## src/assert_macros.svh

```systemverilog
// Assertion macros used by the top-level RTL file of the neighbor table.
`ifndef ASSERT_MACROS_SVH
`define ASSERT_MACROS_SVH

`ifndef SYNTHESIS

// Same-cycle implication, disabled while reset is asserted.
`define AST_IMP(lbl, clk, rstn, ante, cons) \
	lbl: assert property (@(posedge clk) disable iff (!rstn) (ante) |-> (cons)) \
		else $error("assertion failed");

// Next-cycle implication, disabled while reset is asserted.
`define AST_NXT(lbl, clk, rstn, ante, cons) \
	lbl: assert property (@(posedge clk) disable iff (!rstn) (ante) |=> (cons)) \
		else $error("assertion failed");

`else

`define AST_IMP(lbl, clk, rstn, ante, cons)
`define AST_NXT(lbl, clk, rstn, ante, cons)

`endif

`endif

```

## src/ant_pkg.sv

```systemverilog
// Types, codes and constants of the aging neighbor table.
`default_nettype none

package ant_pkg;

	localparam int DEF_TABLE_DEPTH = 16;
	localparam int RESULT_CAP      = 16;
	localparam int CFG_IDX_W       = 2;

	localparam logic [15:0] STALE_AGE_RST = 16'd1000;
	localparam logic [15:0] FRESH_AGE_RST = 16'd500;

	typedef enum logic [1:0] {
		REQ_UPDATE = 2'd0,
		REQ_TICK   = 2'd1,
		REQ_PURGE  = 2'd2,
		REQ_QUERY  = 2'd3
	} req_e_t;

	typedef enum logic [2:0] {
		STS_UPDATED  = 3'd0,
		STS_INSERTED = 3'd1,
		STS_FULL     = 3'd2,
		STS_PURGED   = 3'd3,
		STS_FRESH    = 3'd4,
		STS_NONE     = 3'd5
	} status_e_t;

	typedef enum logic [CFG_IDX_W-1:0] {
		CFG_STALE_AGE = 2'd0,
		CFG_FRESH_AGE = 2'd1
	} cfg_idx_e_t;

	typedef enum logic [1:0] {
		ST_IDLE,
		ST_SCAN,
		ST_DONE
	} state_e_t;

	typedef enum logic [1:0] {
		M_UPDATE,
		M_PURGE,
		M_QCOUNT,
		M_QEMIT
	} scan_mode_e_t;

	typedef struct packed {
		logic [15:0] id;
		logic [31:0] x;
		logic [31:0] y;
		logic [31:0] z;
		logic [31:0] seen;
	} entry_t;

	typedef struct packed {
		logic shift;      // ring advances one place
		logic take_head;  // this cell is the queue tail: takes the head entry
		logic load_new;   // append a new entry here
	} cell_ctrl_t;

endpackage

`default_nettype wire

```

## src/ant_cell.sv

```systemverilog
// One table slot of the rotating chain.
`default_nettype none

module ant_cell
	import ant_pkg::*;
(
	input  wire logic       clk,
	input  wire cell_ctrl_t ctrl,
	input  wire entry_t     right_in,
	input  wire entry_t     head_in,
	input  wire entry_t     new_in,
	output entry_t          q
);

	entry_t slot_q;

	always_ff @(posedge clk) begin
		if (ctrl.load_new) begin
			slot_q <= new_in;
		end else if (ctrl.shift) begin
			slot_q <= ctrl.take_head ? head_in : right_in;
		end
	end

	assign q = slot_q;

endmodule

`default_nettype wire

```

## config.mk

```make
export PLATFORM = sky130hd
export DESIGN_NAME = ant_cell
export DESIGN_NICKNAME = d
export VERILOG_FILES = /design/src/assert_macros.svh /design/src/ant_pkg.sv /design/src/ant_cell.sv
export SDC_FILE = /design/constraint.sdc
export NUM_CORES = 1
export LEC_CHECK = 0
export BUFFER_PORTS_ARGS = -buffer_cell sky130_fd_sc_hd__buf_2
export CAP_MARGIN = 20
export CELL_PAD_IN_SITES_DETAIL_PLACEMENT = 0
export CELL_PAD_IN_SITES_GLOBAL_PLACEMENT = 1
export CORE_AREA = 2 2 227 229
export CTS_BUF_LIST = sky130_fd_sc_hd__clkbuf_16
export DETAILED_ROUTE_END_ITERATION = 16
export DIE_AREA = 0 0 229 231
export PLACE_DENSITY = 0.51
export SYNTH_ARGS = -nofsm -noshare
export SYNTH_HDL_FRONTEND = slang
export SYNTH_SLANG_ARGS = --single-unit
```

## constraint.sdc

```tcl
create_clock -name clk -period 3.05 [get_ports clk]
set_input_delay 0.1525 -clock clk [delete_from_list [all_inputs] [get_ports clk]]
set_output_delay 0.1525 -clock clk [all_outputs]
set_load 0.05 [all_outputs]
```

==> metrics.csv <==
metric;value;unit
place_ws;1220;ps
initialDrtViolationCount;206;
clock-root-buffer;clkbuf_16;
core_area;0.0507;mm2
yosysTopAreaCell;edfxtp_1;
clock-sinks;144;
slew_headroom;0.543;
ys_types;10;
synth_seq_area_share;0.591;
dieArea;0.0529;mm2
placed_cells;1847;
maxSlewViolCount;0;
synth_nets;1061;
dr.pass1.iters;4;
antenna_found_initial;1;
drive_gt1_frac;0.448;
hold_viol;0;
final_common_cell;buf_2;
grt_setup_unrepaired;no;
die_height;231;um
arrival;1950;ps
utilization;0.262;
dp_hpwl;23.2;mm
hold_class;in2reg;
num_rows;83;
gp_congestion;0.832;
start_kind;input port;
post_cts_buffers;0;
path_max_fanout;47;
setup.worst_path.end_class;flip-flop;
fin_cells;2057;
synth_cells;625;
ir_drop;0.322;mV
setup_viol_count_final;0;
synth-seq-cells;144;
start_util;0.144;
cts_tree;yes;
layout_common_cells;577 x buf_2, 178 x dlygate4sd3_1, 144 x mux2i_1, 144 x nand2_1, 144 x edfxtp_1;
cts_max_path_buffers;2;
ant_nets;0;
worstSetupPathType;in2reg;
period_share;0.571;
ys_top_cells_by_area;edfxtp_1 59%, mux2i_1 20%, nand2_1 7.4%;
synth_top_cell_area_share;0.591;
power.density;484;mW/mm2
syn_to_final_growth;81.2;%
holdBufCountCts;178;
grt_pass1_vias;7729;
wl;30.9;mm
drc_errors;0;
synth.cell_area;0.00732;mm2
clkTransAtPathRegs;60;ps
status;finished clean;
grt_overflow;0;
wl_per_cell;15.0;um
leakage;6.23;nW
cts_resized;0;
grt_pass1_wl;44.7;mm
fin_tns_setup;0;ps
grt_max_degree;146;
setup_slack;1310;ps
io_pins;580;
grt_use_total;0.114;
worstPathRequired;3260;ps
via_per_inst;3.69;
largest_reg_flops;144;
period_minus_slack;1740;ps
worstSetupStartpoint;ctrl[1];
cap_viol_max_count;0;
cts-htree-levels;4;
nNetsFinal;1800;
yosysWarnings;0;
die_x;229;um
fmaxAchievable;0.574;GHz
synth.avg_cell_area;11.7;um2
worst_slew_pin_slew;685;ps
port_buffers;579;
cts_buffers;17;
vias;7594;
crit_end;q[122]$_DFFE_PP_;
## final cells by class
class | instances | area, um2
antenna | 1 | 2.50
multi-input combinational | 433 | 2710
clock buffer | 17 | 425
fill | 5475 | 37400
timing repair buffer | 768 | 4870
sequential | 144 | 4320
clock inverter | 14 | 77.6
tap | 680 | 851
## how the worst min path moves through the flow
stage / endpoint / depth (start not counted) / start
after floorplan: q[0]$_DFFE_PP_ / 2 / new_in[0]
after global placement: q[57]$_DFFE_PP_ / 3 / new_in[57]
after detailed placement: q[18]$_DFFE_PP_ / 3 / new_in[18]
after CTS: q[20]$_DFFE_PP_ / 3 / right_in[20]
after global routing: q[23]$_DFFE_PP_ / 3 / right_in[23]
final: q[82]$_DFFE_PP_ / 3 / new_in[82]
## metrics by stage
stage | hold WS (ps) | power, mW | instance area [um2]
final | 37.4 | 6.42 | 13300
after global routing | 14.3 | 6.74 | 13300
after CTS | 0.478 | 6.56 | 13300
after detailed placement | 435 | 4.37 | 11000
after global placement | 432 | 4.37 | 11000
after floorplan | 344 | 3.73 | 7320
## critical path, cell delays in order
cell           delay, ps
clkbuf_8             470
buf_12               350
mux2i_1              250
o21ai_1               80
dlygate4sd3_1        580
## where the power goes
group / internal [mW] / switching [mW] / total, mW / leakage, nW
sequential: 2.45 / 0.0555 / 2.51 / 1.48
clock: 1.01 / 0.894 / 1.90 / 0.238
combinational: 0.684 / 1.33 / 2.01 / 4.50
total: 4.14 / 2.27 / 6.42 / 6.23
## kinds of logic (layout without fill, tap and decap cells)
family,after synthesis,in the layout,share of synthesized area
buffers and inverters,48,799,0.0388
flip-flops,144,144,0.591
AND/OR/NAND/NOR,145,145,0.0747
other,0,1,0
multiplexers,144,144,0.197
AO/OA/AOI/OAI,144,144,0.0985
## per-layer routing
| metal | share of wire | vias to the layer above | wire [um] | global-route usage |
|---|---|---|---|---|
| li1 | - | 3762 | - | - |
| met1 | 0.38 | 3434 | 11900 | 0.122 |
| met2 | 0.50 | 363 | 15500 | 0.199 |
| met3 | 0.090 | 35 | 2780 | 0.0451 |
| met4 | 0.023 | 0 | 724 | 0.0515 |
| met5 | 0 | - | 0 | 0 |
## Yosys cell counts
| library cell | instances |
|---|---|
| buf_2 | 5 |
| buf_4 | 12 |
| buf_6 | 7 |
| clkbuf_1 | 24 |
| edfxtp_1 | 144 |
| mux2i_1 | 144 |
| nand2_1 | 144 |
| o21ai_0 | 84 |
| o21ai_1 | 60 |
| or2_2 | 1 |
No activity file was read; power rests on OpenSTA's default activity.
